**config.mk**
```make
export PLATFORM = sky130hd
export DESIGN_NAME = keypad_debounce_repeat_fifo_top_flat
export DESIGN_NICKNAME = d
export VERILOG_FILES = /design/src/rtl/kdr_pkg.sv /design/src/rtl/kdr_req_if.sv /design/src/rtl/kdr_rsp_if.sv /design/src/rtl/keypad_debounce_repeat_fifo_top.sv /design/src/rtl/kdr_core.sv /design/src/rtl/kdr_skid.sv /design/src/flat_wrapper.sv
export VERILOG_INCLUDE_DIRS = /design/src /design/src/rtl
export SDC_FILE = /design/constraint.sdc
export NUM_CORES = 1
export LEC_CHECK = 0
export BUFFER_PORTS_ARGS = -buffer_cell sky130_fd_sc_hd__buf_2
export CAP_MARGIN = 20
export CORE_ASPECT_RATIO = 1.25
export CORE_UTILIZATION = 53
export CTS_BUF_LIST = sky130_fd_sc_hd__clkbuf_8
export CTS_CLUSTER_DIAMETER = 80
export CTS_CLUSTER_SIZE = 24
export DETAILED_ROUTE_END_ITERATION = 8
export PLACE_DENSITY = 0.7
export SYNTH_ARGS = -nofsm -noshare
export SYNTH_HDL_FRONTEND = slang
export SYNTH_HIERARCHICAL = 1
export SYNTH_SLANG_ARGS = --single-unit
```
**constraint.sdc**
```tcl
create_clock -name clk -period 4.4 [get_ports clk]
set_input_delay 0.66 -clock clk [delete_from_list [all_inputs] [get_ports clk]]
set_output_delay 0.66 -clock clk [all_outputs]
set_load 0.03 [all_outputs]
```
**src/rtl/keypad_debounce_repeat_fifo_top_macros.svh**
```systemverilog
// Assertion macros shared by the keypad controller RTL.
// Included by modules that carry concurrent checks; no other dependencies.
`ifndef KEYPAD_DEBOUNCE_REPEAT_FIFO_TOP_MACROS_SVH
`define KEYPAD_DEBOUNCE_REPEAT_FIFO_TOP_MACROS_SVH

// Same-cycle implication, disabled during reset.
`define KDR_ASSERT_NOW(label, ck, rs, ante, cons) \
  label: assert property (@(posedge ck) disable iff (rs) (ante) |-> (cons)) \
    else $error("keypad controller check failed");

// Next-cycle implication, disabled during reset.
`define KDR_ASSERT_NEXT(label, ck, rs, ante, cons) \
  label: assert property (@(posedge ck) disable iff (rs) (ante) |=> (cons)) \
    else $error("keypad controller check failed");

`endif

```
**src/rtl/kdr_pkg.sv**
```systemverilog
// Types and constants of the keypad controller.
// No dependencies; used by the core, the output buffer and the top level.
package kdr_pkg;

  localparam logic [6:0] CAPTURE_COUNT = 7'd3;
  localparam logic [6:0] REPEAT_COUNT  = 7'd75;
  localparam logic [6:0] RELOAD_COUNT  = 7'd60;

  localparam logic [7:0] CMD_POP    = 8'd0;
  localparam logic [7:0] CMD_STATUS = 8'd1;
  localparam logic [7:0] CMD_COUNT  = 8'd2;
  localparam logic [7:0] CMD_LED0   = 8'd10;
  localparam logic [7:0] CMD_LED1   = 8'd11;
  localparam logic [7:0] CMD_LED2   = 8'd12;
  localparam logic [7:0] CMD_LED3   = 8'd13;
  localparam logic [7:0] CMD_SOUND  = 8'd20;
  localparam logic [7:0] CMD_REPEAT = 8'd21;

  typedef struct packed {
    logic [7:0] read_data;
    logic       read_valid;
    logic       click;
    logic       alarm;
    logic [3:0] led_bits;
  } rsp_t;

endpackage

```
**src/rtl/kdr_req_if.sv**
```systemverilog
// Request channel of the keypad controller: scan ticks and bus commands.
// No dependencies.
interface kdr_req_if;
  logic       valid;
  logic       ready;
  logic       func;
  logic [7:0] key_code;
  logic [7:0] command;
  logic [7:0] argument;

  modport source(output valid, func, key_code, command, argument, input ready);
  modport sink(input valid, func, key_code, command, argument, output ready);
endinterface

```
**src/rtl/kdr_rsp_if.sv**
```systemverilog
// Response channel of the keypad controller: one word per request.
// No dependencies.
interface kdr_rsp_if;
  logic       valid;
  logic       ready;
  logic [7:0] read_data;
  logic       read_valid;
  logic       click;
  logic       alarm;
  logic [3:0] led_bits;

  modport source(output valid, read_data, read_valid, click, alarm, led_bits, input ready);
  modport sink(input valid, read_data, read_valid, click, alarm, led_bits, output ready);
endinterface

```
**src/rtl/keypad_debounce_repeat_fifo_top.sv**
```systemverilog
// Keypad controller top level: core with result stage and output buffer.
// Depends on kdr_pkg, kdr_req_if, kdr_rsp_if, kdr_core and kdr_skid.
//
// req carries one word per scan tick (func = 0, key_code) or bus command
// (func = 1, command, argument). Every accepted word returns exactly one
// word on rsp: read_data/read_valid for pop, status and count commands,
// click and alarm for captured or dropped keys, and the LED state.
// A key held unchanged enters a ring of FIFO_DEPTH entries on its fourth tick;
// with repeat on it enters again on the 76th tick and then every 16 ticks.
// Each word is registered in the result stage and then in the output buffer
// before it leaves on rsp. One word is taken every cycle unless rsp stalls and
// all three results are held, as each word updates a few registers and one ring
// entry and the ring memory is read once per word into a register.
// Reset clears the pointers, the debounce state and the LEDs, sets sound on
// and repeat off; the ring contents are not cleared and no startup pass runs.
// When rsp stalls, the result stage and a two-word buffer hold up to three
// results; req.ready drops once all three are occupied and rises again right
// after the edge at which rsp takes a word.
module keypad_debounce_repeat_fifo_top #(
  parameter int FIFO_DEPTH = 32
) (
  input  logic      clk,
  input  logic      rst,
  kdr_req_if.sink   req,
  kdr_rsp_if.source rsp
);

  logic          res_valid;
  logic          res_ready;
  kdr_pkg::rsp_t res_data;

  kdr_core #(
    .FIFO_DEPTH(FIFO_DEPTH)
  ) u_core (
    .clk      (clk),
    .rst      (rst),
    .req      (req),
    .res_valid(res_valid),
    .res_ready(res_ready),
    .res_data (res_data)
  );

  kdr_skid u_skid (
    .clk     (clk),
    .rst     (rst),
    .in_valid(res_valid),
    .in_ready(res_ready),
    .in_data (res_data),
    .rsp     (rsp)
  );

endmodule

```
**src/rtl/kdr_core.sv**
```systemverilog
// Debounce, repeat, key FIFO and command decode with a one-word result stage.
// Depends on kdr_pkg, kdr_req_if and the assertion macro header.
`include "keypad_debounce_repeat_fifo_top_macros.svh"

module kdr_core #(
  parameter int FIFO_DEPTH = 32
) (
  input  logic          clk,
  input  logic          rst,
  kdr_req_if.sink       req,
  output logic          res_valid,
  input  logic          res_ready,
  output kdr_pkg::rsp_t res_data
);

  localparam int IW = $clog2(FIFO_DEPTH);
  localparam logic [IW-1:0] LAST_IDX = IW'(FIFO_DEPTH - 1);
  localparam logic [IW-1:0] FULL_OCC = IW'(FIFO_DEPTH - 2);
  localparam logic [IW:0]   DEPTH_W  = (IW + 1)'(FIFO_DEPTH);

  logic [7:0]    key_store [FIFO_DEPTH];
  logic [7:0]    mem_q;

  logic [IW-1:0] w_idx, w_idx_next;
  logic [IW-1:0] r_idx, r_idx_next;
  logic [6:0]    hold_count, hold_count_next;
  logic [7:0]    held_key, held_key_next;
  logic [7:0]    latest_scan, latest_scan_next;
  logic [3:0]    led_reg, led_reg_next;
  logic          sound_enable, sound_enable_next;
  logic          repeat_enable, repeat_enable_next;

  logic          s1_valid;
  logic          s1_pop;
  kdr_pkg::rsp_t s1_data;

  logic          accept;
  logic          arg_on;
  logic          key_hit;
  logic          capture;
  logic          drop;
  logic          wr_en;
  logic          pop_hit;
  logic          pop_empty;
  logic [IW-1:0] occ;
  kdr_pkg::rsp_t res_next;

  function automatic logic [IW-1:0] idx_inc(input logic [IW-1:0] x);
    idx_inc = (x == LAST_IDX) ? '0 : x + 1'b1;
  endfunction

  assign req.ready = !s1_valid || res_ready;
  assign accept    = req.valid && req.ready;
  assign arg_on    = (req.argument != 8'd0);
  assign key_hit   = (held_key == req.key_code);
  assign pop_empty = accept && req.func && (req.command == kdr_pkg::CMD_POP) && (r_idx == w_idx);

  assign occ = (w_idx >= r_idx) ? (w_idx - r_idx)
                                : IW'({1'b0, w_idx} + DEPTH_W - {1'b0, r_idx});

  always_comb begin
    w_idx_next         = w_idx;
    r_idx_next         = r_idx;
    hold_count_next    = hold_count;
    held_key_next      = held_key;
    latest_scan_next   = latest_scan;
    led_reg_next       = led_reg;
    sound_enable_next  = sound_enable;
    repeat_enable_next = repeat_enable;
    capture            = 1'b0;
    drop               = 1'b0;
    wr_en              = 1'b0;
    pop_hit            = 1'b0;
    res_next           = '0;

    if (accept) begin
      if (!req.func) begin
        latest_scan_next = req.key_code;
        if (req.key_code == 8'd0) begin
          hold_count_next = 7'd0;
        end else if (hold_count == 7'd0) begin
          held_key_next   = req.key_code;
          hold_count_next = 7'd1;
        end else if (hold_count == kdr_pkg::CAPTURE_COUNT) begin
          if (key_hit) begin
            capture         = 1'b1;
            hold_count_next = kdr_pkg::CAPTURE_COUNT + 7'd1;
          end else begin
            hold_count_next = 7'd0;
          end
        end else if (hold_count == kdr_pkg::REPEAT_COUNT) begin
          // repeat off: park at the repeat count
          if (repeat_enable) begin
            if (key_hit) begin
              capture         = 1'b1;
              hold_count_next = kdr_pkg::RELOAD_COUNT;
            end else begin
              hold_count_next = 7'd0;
            end
          end
        end else begin
          hold_count_next = key_hit ? hold_count + 7'd1 : 7'd0;
        end

        // one more key would fill the ring to DEPTH-1: drop it
        if (capture) begin
          drop = (occ == FULL_OCC);
          if (!drop) begin
            wr_en      = 1'b1;
            w_idx_next = idx_inc(w_idx);
          end
        end
      end else begin
        case (req.command)
          kdr_pkg::CMD_POP: begin
            res_next.read_valid = 1'b1;
            if (r_idx != w_idx) begin
              pop_hit    = 1'b1;
              r_idx_next = idx_inc(r_idx);
            end
          end
          kdr_pkg::CMD_STATUS: begin
            res_next.read_valid = 1'b1;
            res_next.read_data  = latest_scan;
            r_idx_next          = w_idx;
          end
          kdr_pkg::CMD_COUNT: begin
            res_next.read_valid = 1'b1;
            res_next.read_data  = 8'(occ);
          end
          kdr_pkg::CMD_LED0:   led_reg_next[0]    = arg_on;
          kdr_pkg::CMD_LED1:   led_reg_next[1]    = arg_on;
          kdr_pkg::CMD_LED2:   led_reg_next[2]    = arg_on;
          kdr_pkg::CMD_LED3:   led_reg_next[3]    = arg_on;
          kdr_pkg::CMD_SOUND:  sound_enable_next  = arg_on;
          kdr_pkg::CMD_REPEAT: repeat_enable_next = arg_on;
          default: ;
        endcase
      end
    end

    res_next.click    = capture && sound_enable;
    res_next.alarm    = drop && sound_enable;
    res_next.led_bits = led_reg_next;
  end

  always_ff @(posedge clk) begin
    if (rst) begin
      w_idx         <= '0;
      r_idx         <= '0;
      hold_count    <= 7'd0;
      held_key      <= 8'd0;
      latest_scan   <= 8'd0;
      led_reg       <= 4'd0;
      sound_enable  <= 1'b1;
      repeat_enable <= 1'b0;
      s1_valid      <= 1'b0;
    end else begin
      w_idx         <= w_idx_next;
      r_idx         <= r_idx_next;
      hold_count    <= hold_count_next;
      held_key      <= held_key_next;
      latest_scan   <= latest_scan_next;
      led_reg       <= led_reg_next;
      sound_enable  <= sound_enable_next;
      repeat_enable <= repeat_enable_next;
      if (accept) begin
        s1_valid <= 1'b1;
      end else if (res_ready) begin
        s1_valid <= 1'b0;
      end
    end
  end

  // result word; hold it while the buffer is full
  always_ff @(posedge clk) begin
    if (accept) begin
      s1_data <= res_next;
      s1_pop  <= pop_hit;
    end
  end

  always_ff @(posedge clk) begin
    if (wr_en) begin
      key_store[w_idx] <= req.key_code;
    end
    if (accept) begin
      mem_q <= key_store[r_idx];
    end
  end

  assign res_valid = s1_valid;

  always_comb begin
    res_data = s1_data;
    if (s1_pop) begin
      res_data.read_data = mem_q;
    end
  end

  `KDR_ASSERT_NOW(occ_bound_a, clk, rst, 1'b1, occ <= FULL_OCC)
  `KDR_ASSERT_NOW(hold_bound_a, clk, rst, 1'b1, hold_count <= kdr_pkg::REPEAT_COUNT)
  `KDR_ASSERT_NEXT(cmd_keeps_count_a, clk, rst, accept && req.func, $stable(hold_count))
  `KDR_ASSERT_NEXT(drop_keeps_wptr_a, clk, rst, accept && drop, $stable(w_idx))
  `KDR_ASSERT_NEXT(empty_pop_zero_a, clk, rst, pop_empty, s1_valid && (res_data.read_data == 8'd0))

endmodule

```
**src/rtl/kdr_skid.sv**
```systemverilog
// Two-word output buffer that decouples the result stage from the receiver.
// Depends on kdr_pkg and kdr_rsp_if.
module kdr_skid (
  input  logic          clk,
  input  logic          rst,
  input  logic          in_valid,
  output logic          in_ready,
  input  kdr_pkg::rsp_t in_data,
  kdr_rsp_if.source     rsp
);

  logic [1:0]    count;
  kdr_pkg::rsp_t head;
  kdr_pkg::rsp_t tail;
  logic          push;
  logic          pop;

  assign in_ready = (count != 2'd2);
  assign push     = in_valid && in_ready;
  assign pop      = (count != 2'd0) && rsp.ready;

  always_ff @(posedge clk) begin
    if (rst) begin
      count <= 2'd0;
    end else begin
      count <= count + {1'b0, push} - {1'b0, pop};
    end
  end

  always_ff @(posedge clk) begin
    case (count)
      2'd0: begin
        if (push) begin
          head <= in_data;
        end
      end
      2'd1: begin
        if (push && pop) begin
          head <= in_data;
        end else if (push) begin
          tail <= in_data;
        end
      end
      2'd2: begin
        // advance the held word into the head
        if (pop) begin
          head <= tail;
        end
      end
      default: ;
    endcase
  end

  assign rsp.valid      = (count != 2'd0);
  assign rsp.read_data  = head.read_data;
  assign rsp.read_valid = head.read_valid;
  assign rsp.click      = head.click;
  assign rsp.alarm      = head.alarm;
  assign rsp.led_bits   = head.led_bits;

endmodule
```
**src/flat_wrapper.sv**
```systemverilog
// flat-port wrapper written by rule: the top's interface ports become plain ports
module keypad_debounce_repeat_fifo_top_flat 
#(
  parameter int FIFO_DEPTH = 32
)
  (clk, rst, req_valid, req_func, req_key_code, req_command, req_argument, req_ready, rsp_valid, rsp_read_data, rsp_read_valid, rsp_click, rsp_alarm, rsp_led_bits, rsp_ready);
  kdr_req_if req_i ();
  kdr_rsp_if rsp_i ();
  input  logic clk;
  input  logic rst;
  input wire logic [$bits(req_i.valid)-1:0] req_valid;
  input wire logic [$bits(req_i.func)-1:0] req_func;
  input wire logic [$bits(req_i.key_code)-1:0] req_key_code;
  input wire logic [$bits(req_i.command)-1:0] req_command;
  input wire logic [$bits(req_i.argument)-1:0] req_argument;
  output wire logic [$bits(req_i.ready)-1:0] req_ready;
  output wire logic [$bits(rsp_i.valid)-1:0] rsp_valid;
  output wire logic [$bits(rsp_i.read_data)-1:0] rsp_read_data;
  output wire logic [$bits(rsp_i.read_valid)-1:0] rsp_read_valid;
  output wire logic [$bits(rsp_i.click)-1:0] rsp_click;
  output wire logic [$bits(rsp_i.alarm)-1:0] rsp_alarm;
  output wire logic [$bits(rsp_i.led_bits)-1:0] rsp_led_bits;
  input wire logic [$bits(rsp_i.ready)-1:0] rsp_ready;
  assign req_i.valid = req_valid;
  assign req_i.func = req_func;
  assign req_i.key_code = req_key_code;
  assign req_i.command = req_command;
  assign req_i.argument = req_argument;
  assign req_ready = req_i.ready;
  assign rsp_valid = rsp_i.valid;
  assign rsp_read_data = rsp_i.read_data;
  assign rsp_read_valid = rsp_i.read_valid;
  assign rsp_click = rsp_i.click;
  assign rsp_alarm = rsp_i.alarm;
  assign rsp_led_bits = rsp_i.led_bits;
  assign rsp_i.ready = rsp_ready;
  keypad_debounce_repeat_fifo_top #(.FIFO_DEPTH(FIFO_DEPTH)) u_core (.clk(clk), .rst(rst), .req(req_i), .rsp(rsp_i));
endmodule
```
Word level (Yosys, flattened, before mapping). Memories as Yosys holds them, arrays and structs flattened. A register that Yosys moved wholly into a read port is not among the register bits. Cells that the tools add are included.

Output and inout bits: 17. Bits in writable memories: 256. Word-level logic and storage cells: 139. Flip-flop bits (word level): 88. Bits of input ports: 29. Memories: 1.

Bitwise operators: 4. Reductions and logical operators: 28. Equality and inequality tests: 23. Magnitude comparators: 1. $add $sub $neg: 8. Mux-type cells: 48.

Memory list: u_core.u_core.key_store (words 32, width 8, rd ports 1, clocked after memory_dff 1, write ports 1, line kdr_core.sv:21) `logic [7:0] key_store [FIFO_DEPTH];`.

Operators with widths (number): 2-to-1 mux 15 bit (3); case mux 15 bit (3 select lines) (1); 2-to-1 mux 7 bit (6); equality test 8 x 4 -> 1 bit (second input constant) (4); 2-to-1 mux 1 bit (27); 2-to-1 mux 5 bit (4); equality test 8 x 5 -> 1 bit (second input constant) (2); logical NOT 8 bit (2); case mux 8 bit (2 select lines) (1); AND reduction 4 bit (4); adder 5 x 1 -> 5 bit (second input constant) (3); equality test 5 bit (second input constant) (3); AND reduction 3 bit (4); case mux 5 bit (2 select lines) (1); subtractor 5 bit (2); equality test 8 x 1 -> 1 bit (second input constant) (1); equality test 8 x 2 -> 1 bit (second input constant) (1); equality test 8 bit (1); 2-to-1 mux 4 bit (2); 2-to-1 mux 8 bit (1); inequality test 2 bit (second input constant) (4); nonzero test 8 bit (1); adder 7 x 1 -> 7 bit (second input constant) (1); equality test 7 x 2 -> 1 bit (second input constant) (1); other kinds (21) (32).

Longest topological paths before layout. Gate-level depths: netlist (run 1).

Word-level depth: 14. Mapped depth: 11. Mapped depth without buffers: 9.

Modules after synthesis. Netlist (run 1), hierarchy kept.

By module, submodules not included: kdr_core (area an instance 13514.2 um2, seq. area each 9208.8 um2, times used 1, cells each 795); kdr_skid (area an instance 1327.5 um2, seq. area each 940.9 um2, times used 1, cells each 70).

Worst setup path before layout (run 1). OpenSTA, ideal clock, no wires.

Path kind: reg2reg. From: register u_core.u_core.r_idx[1]. To: memory u_core.u_core.key_store[13][0] (enable). Data required time: 4030 ps. Path slack: 1225 ps. Arrival: 2805 ps. Cell stages (with the launch flop): 11. Clock period less this slack: 3175 ps. Buffers on the path: 3. Library setup time: 370 ps. Cell sequence: dfxtp_1 clkbuf_1 buf_2 buf_2 inv_1 fa_1 xor2_1 and4b_1 o211ai_2 nand4_2 nor2_1.

Longest elaborated chain between the ends: 9. Elaborated cells on any way between the ends: 11. Those cells by class: 2 x add/sub; 1 x order compare; 1 x eq/ne; 7 x mux.

RTL lines: start, declared (line kdr_core.sv:25) `logic [IW-1:0] r_idx, r_idx_next;`; start signal, assigned (line kdr_core.sv:160) `r_idx <= r_idx_next;`; subtractor 5 bit (tied with other cells) (line kdr_core.sv:59) `: IW'({1'b0, w_idx} + DEPTH_W - {1'b0, r_idx});`; 2-to-1 mux 5 bit * (line kdr_core.sv:58) `assign occ = (w_idx >= r_idx) ? (w_idx - r_idx)`; equality test 5 bit * (line kdr_core.sv:107) `drop = (occ == FULL_OCC);`; 2-to-1 mux 1 bit * (line kdr_core.sv:108) `if (!drop) begin`; 2-to-1 mux 1 bit * (line kdr_core.sv:106) `if (capture) begin`; 2-to-1 mux 1 bit * (line kdr_core.sv:77) `if (!req.func) begin`; 2-to-1 mux 1 bit * (line kdr_core.sv:76) `if (accept) begin`; 2-to-1 mux 1 bit * (line kdr_core.sv:184) `if (wr_en) begin`; 2-to-1 mux 1 bit (not written as such) * (line kdr_core.sv:185) `key_store[w_idx] <= req.key_code;`; end, declared (line kdr_core.sv:21).

Mark *: on every way between the ends. The rest lies on a longest branch, timed or not.

Final worst setup path (run 1).
From: register u_core.u_core.w_idx[0]. To: memory u_core.u_core.key_store[21][5] (enable).

Longest elaborated chain between the ends: 10. Elaborated cells on any way between the ends: 12. Those cells by class: 3 x add/sub; 1 x order compare; 1 x eq/ne; 7 x mux.

RTL lines: start, declared (line kdr_core.sv:24) `logic [IW-1:0] w_idx, w_idx_next;`; start signal, assigned (line kdr_core.sv:159) `w_idx <= w_idx_next;`; adder 5 x 1 -> 5 bit (line kdr_core.sv:59); subtractor 5 bit (line kdr_core.sv:59); 2-to-1 mux 5 bit (line kdr_core.sv:58); equality test 5 bit (line kdr_core.sv:107); 2-to-1 mux 1 bit (line kdr_core.sv:108); 2-to-1 mux 1 bit (line kdr_core.sv:106); 2-to-1 mux 1 bit (line kdr_core.sv:77); 2-to-1 mux 1 bit (line kdr_core.sv:76); 2-to-1 mux 1 bit (line kdr_core.sv:184); 2-to-1 mux 1 bit (not written as such) (line kdr_core.sv:185).

Parallel ways exist; a longest one is shown, timed or not.

==> results of run 1 <==
-- routing by layer --
metal  vias to the layer above  wire length (um)
met4                         0               771
met3                        44              1700
met5                         -                 0
li1                       3482                 -
met1                      3857             12200
met2                       264             14900
-- power breakdown --
group | switching, mW | internal, mW | leakage, nW | total, mW
Combinational | 0.260 | 0.140 | 1.84 | 0.401
Sequential | 0.0329 | 3.72 | 3.16 | 3.75
Clock | 0.935 | 0.406 | 0.178 | 1.34
-- final cells by class --
cell class                 count  area [sq um]
clock inverter                 8          35.0
tap                          350           438
clock buffer                  19           262
sequential                   352         10200
fill                        2136         11800
multi-input combinational    445          4320
inverter                      17          63.8
timing repair buffer          80           488
-- cell usage after synthesis, types with 4 or more instances --
| master | number | area, sq um |
|---|---|---|
| a211oi_1 | 5 | 37.5 |
| a21oi_1 | 26 | 130 |
| a22oi_1 | 5 | 37.5 |
| and2_1 | 4 | 25.0 |
| and3_1 | 8 | 50.1 |
| buf_2 | 13 | 65.1 |
| buf_4 | 9 | 67.6 |
| clkbuf_1 | 21 | 78.8 |
| dfxtp_1 | 42 | 841 |
| edfxtp_1 | 310 | 9310 |
| ha_1 | 17 | 213 |
| inv_1 | 15 | 56.3 |
| mux2_2 | 21 | 236 |
| mux2_4 | 7 | 105 |
| mux2i_1 | 12 | 120 |
| mux4_1 | 8 | 210 |
| mux4_2 | 72 | 1620 |
| nand2_1 | 56 | 210 |
| nand2b_1 | 7 | 43.8 |
| nand3_1 | 11 | 55.1 |
| nand3b_1 | 7 | 52.6 |
| nand4_1 | 15 | 93.8 |
| nand4_2 | 4 | 50.1 |
| nor2_1 | 58 | 218 |
| nor2b_1 | 15 | 93.8 |
| nor3_1 | 10 | 50.1 |
| nor3b_1 | 5 | 37.5 |
| nor4_1 | 9 | 56.3 |
| o21ai_0 | 5 | 25.0 |
| o31ai_1 | 4 | 30.0 |
| xor2_1 | 10 | 87.6 |
-- placed cells by master, fill, tap and decap left out, types with 7 or more instances in the layout --
cell type | synthesis | routed
edfxtp_1 | 310 | 310
mux4_2 | 72 | 72
nor2_1 | 58 | 58
nand2_1 | 56 | 56
buf_2 | 13 | 45
dfxtp_1 | 42 | 40
buf_4 | 9 | 35
a21oi_1 | 26 | 26
inv_1 | 15 | 22
mux2_2 | 21 | 21
clkbuf_8 | 0 | 19
ha_1 | 17 | 17
nor2b_1 | 15 | 15
nand4_1 | 15 | 15
mux2i_1 | 12 | 12
nand3_1 | 11 | 11
nor3_1 | 10 | 10
xor2_1 | 10 | 10
nor4_1 | 9 | 9
mux4_1 | 8 | 8
and3_1 | 8 | 8
nand2b_1 | 7 | 7
nand3b_1 | 7 | 7
mux2_4 | 7 | 7
-- kinds of logic (layout without fill, tap and decap cells) --
logic type	after synthesis	after routing	share of synthesized area
flops	352	352	0.684
xor+xnor	12	12	0.00708
fa+ha+maj	18	18	0.0157
simple gates	230	230	0.0843
compound gates	65	65	0.0292
mux	120	120	0.155
buf+inv	68	124	0.0254
-- final timing paths --
kind | start | endpoint | slack [ns] | cells past startpoint
worst max register to register | u_core/u_core/w_idx[0] | u_core/u_core/key_store[21][5] | 0.84 | 9
worst min-delay path | req_valid | u_core/u_core/res_valid | 0.36 | 3
worst max-delay path | u_core/u_core/w_idx[0] | u_core/u_core/key_store[21][5] | 0.84 | 9
worst min register to register | u_core/u_core/latest_scan[6] | u_core/u_core/latest_scan[6] | 0.46 | 2
-- through the flow --
stage,instances,hold slack (ns)
after floorplan,865,0.432
final,1271,0.364
after detailed placement,1244,0.438
after global routing,1271,0.372
after CTS,1271,0.351
after global placement,1244,0.432
-- worst min-delay path, delay by kind of cell --
kind | cells | cell delay, ns
buffers and inverters | 1 | 0.13
and+or+nand+nor | 2 | 0.12
==> impl_metrics.env, run 1 <==
export IMPL_cpLargestDelayFamily="simple AND/OR/NAND/NOR gates"
export IMPL_ys_types=67
export IMPL_root_buffer="clkbuf_8"
export IMPL_clock_fmax_mhz=281
export IMPL_antenna_found_initial=1
export IMPL_cts_setup_buffers=0
export IMPL_gr_usage_met2=0.359
export IMPL_n_antenna_cell=0
export IMPL_die_h_um=189
export IMPL_drt_pass1_iterations=5
export IMPL_grt_pass1_wl_mm=45.7
export IMPL_drv_slew=0
export IMPL_crit_required_ns=4.60
export IMPL_vdd_ir_drop_max_mv=0.259
export IMPL_die_width_um=152
export IMPL_slew_limit_headroom=0.329
export IMPL_coreArea_sq_mm=0.0276
export IMPL_final_util=0.572
export IMPL_io_buffers=45
export IMPL_cp_num_buf_inv=2
export IMPL_crit_top_cell="inv_1"
export IMPL_dieArea_sq_mm=0.0287
export IMPL_power_mw=5.49
export IMPL_worstPathArrival_ns=3.77
export IMPL_grt_use_met1=0.299
export IMPL_yosysWarnings=6
export IMPL_cp_max_fo=8
export IMPL_wirelength_mm=29.6
export IMPL_largest_reg_flops=256
export IMPL_nNetsFinal=961
export IMPL_cts_buffer_depth=3
export IMPL_worstMarginPinSlew_ns=1.00
export IMPL_final_antenna_net_count=0
export IMPL_overflow=0
export IMPL_fin_area_sq_mm=0.0158
export IMPL_drtIter0Drc=633
export IMPL_rsz0062_at_grt="false"
export IMPL_grt_pass1_vias=7587
export IMPL_cts_buffers_inserted=18
export IMPL_regMostFlops="u_core/u_core/key_store"
export IMPL_grtUsageTotal=0.216
export IMPL_hold_viol=0
export IMPL_endpoint_kind="flop"
export IMPL_areaGrowthSynthToFinish_pct=6.16
export IMPL_synth_edf_count=310
export IMPL_synthCells=865
export IMPL_netlist_area_sq_mm=0.0148
export IMPL_min_period_over_period=0.809
export IMPL_num_rows=68
export IMPL_criticalPathCategory="flop to flop"
export IMPL_setup_viol=0
export IMPL_cts_htree_levels=1
export IMPL_timing_final_ws_setup_ns=0.840
export IMPL_cts_hold_buffers=0
export IMPL_ys_seq_elements=352
export IMPL_path_clk_slew_ns=0.15
export IMPL_gr_usage_met3=0.0260
export IMPL_ys_seq_area_frac=0.684
export IMPL_place_gp_congestion=0.793
export IMPL_synthArstFlopShare=0
export IMPL_cts_tree="yes"
export IMPL_synth_area_per_cell_sq_um=17.2
export IMPL_leakagePower_nw=5.18
export IMPL_drive_gt1_frac=0.237
export IMPL_syn_nets=912
export IMPL_critPathMaxStageDelay_ns=0.67
export IMPL_avgViaCountPerCell=6.02
export IMPL_path_cells="inv_1 > ha_1 > inv_1 > fa_1 > nand3_1 > and4b_1 > o211ai_2 > nand4_2 > nor2_1"
export IMPL_wire_per_inst_um=23.3
export IMPL_grt_max_degree=69
export IMPL_place_area_sq_mm=0.0155
export IMPL_gr_max_usage_layer="met2"
export IMPL_clock_sinks=352
export IMPL_cp_slowest_cell="nor2_1"
export IMPL_skew_ns=0.0398
export IMPL_status="finished clean"
export IMPL_drc=0
export IMPL_io_pins=46
export IMPL_synthFlopType="edfxtp_1"
export IMPL_pwr_density_cell_mw_per_mm2=349
export IMPL_period_needed_ns=3.56
export IMPL_start_util=0.538
export IMPL_maxCapViolCount=0
export IMPL_vias=7647
export IMPL_reg_top3="u_core/u_core/key_store x256, u_core/u_skid/tail x15"
export IMPL_tns_ns=0
export IMPL_dp_hpwl_mm=19.4
export IMPL_hold_class="primary input to flop"
export IMPL_cts_resized=0
export IMPL_post_place_ws_ns=0.445
export IMPL_start_kind="flop"
export IMPL_clock_latency_ns=0.58
No activity file was read; power rests on OpenSTA's default activity.
==> inputs of run 2 (changes only) <==
==> constraint.sdc (replaced) <==
create_clock -name clk -period 3.63 [get_ports clk]
set_input_delay 0.5445 -clock clk [delete_from_list [all_inputs] [get_ports clk]]
set_output_delay 0.5445 -clock clk [all_outputs]
set_load 0.03 [all_outputs]
==> impl_metrics.env, run 2 (synthesized netlist as in run 1, its figures left out) <==
export IMPL_antenna_found_initial=0
export IMPL_hold_slack_ns=0.275
export IMPL_hold_viol=0
export IMPL_criticalPathCategory="flop to flop"
export IMPL_p_switching_mw=1.52
export IMPL_top_layer="met4"
export IMPL_nNetsFinal=996
export IMPL_worstMarginPinSlew_ns=0.968
export IMPL_drtIter0Drc=780
export IMPL_io_pins=46
export IMPL_wire_per_inst_um=24.6
export IMPL_layout_commonest_cell="edfxtp_1"
export IMPL_hold_class="primary input to flop"
export IMPL_grt_pass1_vias=7939
export IMPL_avgViaCountPerCell=6.02
export IMPL_setup_viol=0
export IMPL_worstPathArrival_ns=3.53
export IMPL_comb_power_share=0.075
export IMPL_overflow=0
export IMPL_start_kind="flop"
export IMPL_num_rows=68
export IMPL_wl_met2_mm=16.9
export IMPL_drt_pass1_iterations=5
export IMPL_clock_fmax_mhz=307
export IMPL_largest_reg_flops=256
export IMPL_grtUsageTotal=0.233
export IMPL_period_needed_ns=3.25
export IMPL_root_buffer="clkbuf_8"
export IMPL_fin_area_sq_mm=0.0160
export IMPL_ff_latch_area_sq_mm=0.0102
export IMPL_grt_max_degree=69
export IMPL_grt_pass1_wl_mm=48.9
export IMPL_coreArea_sq_mm=0.0276
export IMPL_cts_buffer_depth=3
export IMPL_drive_gt1_frac=0.263
export IMPL_vdd_ir_drop_max_mv=0.258
export IMPL_io_buffers=45
export IMPL_areaGrowthSynthToFinish_pct=8.06
export IMPL_rsz0062_at_grt="false"
export IMPL_leakagePower_nw=5.39
export IMPL_cts_resized=0
export IMPL_p_clk_frac=0.246
export IMPL_switching_share=0.226
export IMPL_slew_limit_headroom=0.355
export IMPL_endpoint_kind="flop"
export IMPL_multi_input_area_sq_mm=0.00432
export IMPL_critPathMaxStageDelay_ns=0.58
export IMPL_seqPwrFrac=0.678
export IMPL_regMostFlops="u_core/u_core/key_store"
export IMPL_n_antenna_cell=0
export IMPL_status="finished clean"
export IMPL_layout_common_cells="edfxtp_1 (310), mux4_2 (72), buf_4 (70)"
export IMPL_cts_setup_buffers=0
export IMPL_die_h_um=189
export IMPL_drv_slew=0
export IMPL_drt_met1_wl_mm=13.0
export IMPL_cp_slowest_cell="dfxtp_1"
export IMPL_clock_sinks=352
export IMPL_tns_ns=0
export IMPL_clock_latency_ns=0.58
export IMPL_dr_wl_met3_mm=1.78
export IMPL_dp_hpwl_mm=21.8
export IMPL_path_clk_slew_ns=0.14
export IMPL_place_gp_congestion=0.807
export IMPL_skew_ns=0.0397
export IMPL_maxCapViolCount=0
export IMPL_internal_power_mw=5.18
export IMPL_place_area_sq_mm=0.0157
export IMPL_cts_tree="yes"
export IMPL_cp_max_fo=11
export IMPL_path_cells="clkinv_1 > ha_1 > nand3_1 > and4b_1 > o211ai_2 > nand4_2 > nor2_1 > buf_4"
export IMPL_die_width_um=152
export IMPL_final_antenna_net_count=0
export IMPL_drc=0
export IMPL_vias=7898
export IMPL_min_period_over_period=0.897
export IMPL_pwr_density_cell_mw_per_mm2=418
export IMPL_cts_htree_levels=1
export IMPL_cts_buffers_inserted=18
export IMPL_reg_top3="u_core/u_core/key_store x256, u_core/u_skid/tail x15"
export IMPL_crit_required_ns=3.90
export IMPL_nFillCells=2120
export IMPL_start_util=0.538
export IMPL_dieArea_sq_mm=0.0287
export IMPL_wirelength_mm=32.3
export IMPL_cts_hold_buffers=0
-- run 2: path summary, 6_finish.rpt --
kind	from	end	slack (ns)	cells after the start
setup / recovery	u_core/u_core/r_idx[4]	u_core/u_core/key_store[2][7]	0.38	8
hold / removal	req_valid	u_core/u_core/res_valid	0.27	3
setup reg to reg	u_core/u_core/r_idx[4]	u_core/u_core/key_store[2][7]	0.38	8
hold reg to reg	u_core/u_core/res_data[0]	u_core/u_skid/tail[0]	0.45	0
-- run 2: metrics by stage --
stage / power (mW) / setup slack [ns] / cells / utilization
5_1_grt: 6.92 / 0.159 / 1311 / 0.582
3_3_place_gp: 5.14 / 0.501 / 1279 / 0.570
2_1_floorplan: 4.97 / 0.455 / 865 / -
3_5_place_dp: 5.15 / 0.415 / 1279 / 0.570
4_1_cts: 6.75 / 0.412 / 1311 / 0.582
6_report: 6.70 / 0.375 / 1311 / 0.582
-- run 2: layer usage --
layer,global-route usage,up-vias
met4,0.0537,0
met5,0,-
met1,0.311,4055
li1,-,3565
met2,0.404,246
met3,0.0299,32
-- run 2: critical path: cells and delay by family, from the launching register on --
kind	cells	cell delay [ns]
AO/OA/AOI/OAI	1	0.38
adder cells (fa/ha/maj)	1	0.43
buffers and inverters	2	0.56
flip-flops	1	0.58
AND/OR/NAND/NOR	4	1.01
-- run 2: power by group through the flow --
stage | Sequential, mW | Combinational, mW | Clock (mW)
2_1_floorplan | 4.71 | 0.261 | 0
4_1_cts | 4.55 | 0.513 | 1.69
5_1_grt | 4.56 | 0.549 | 1.81
3_5_place_dp | 4.64 | 0.511 | 0
6_report | 4.55 | 0.503 | 1.65
3_3_place_gp | 4.64 | 0.505 | 0
-- run 2: final cells by class --
type	instances	area share
sequential	352	0.633
multi-input combinational	445	0.269
inverter	17	0.00398
clock buffer	19	0.0163
timing repair buffer	115	0.0468
clock inverter	13	0.00335
tap	350	0.0273
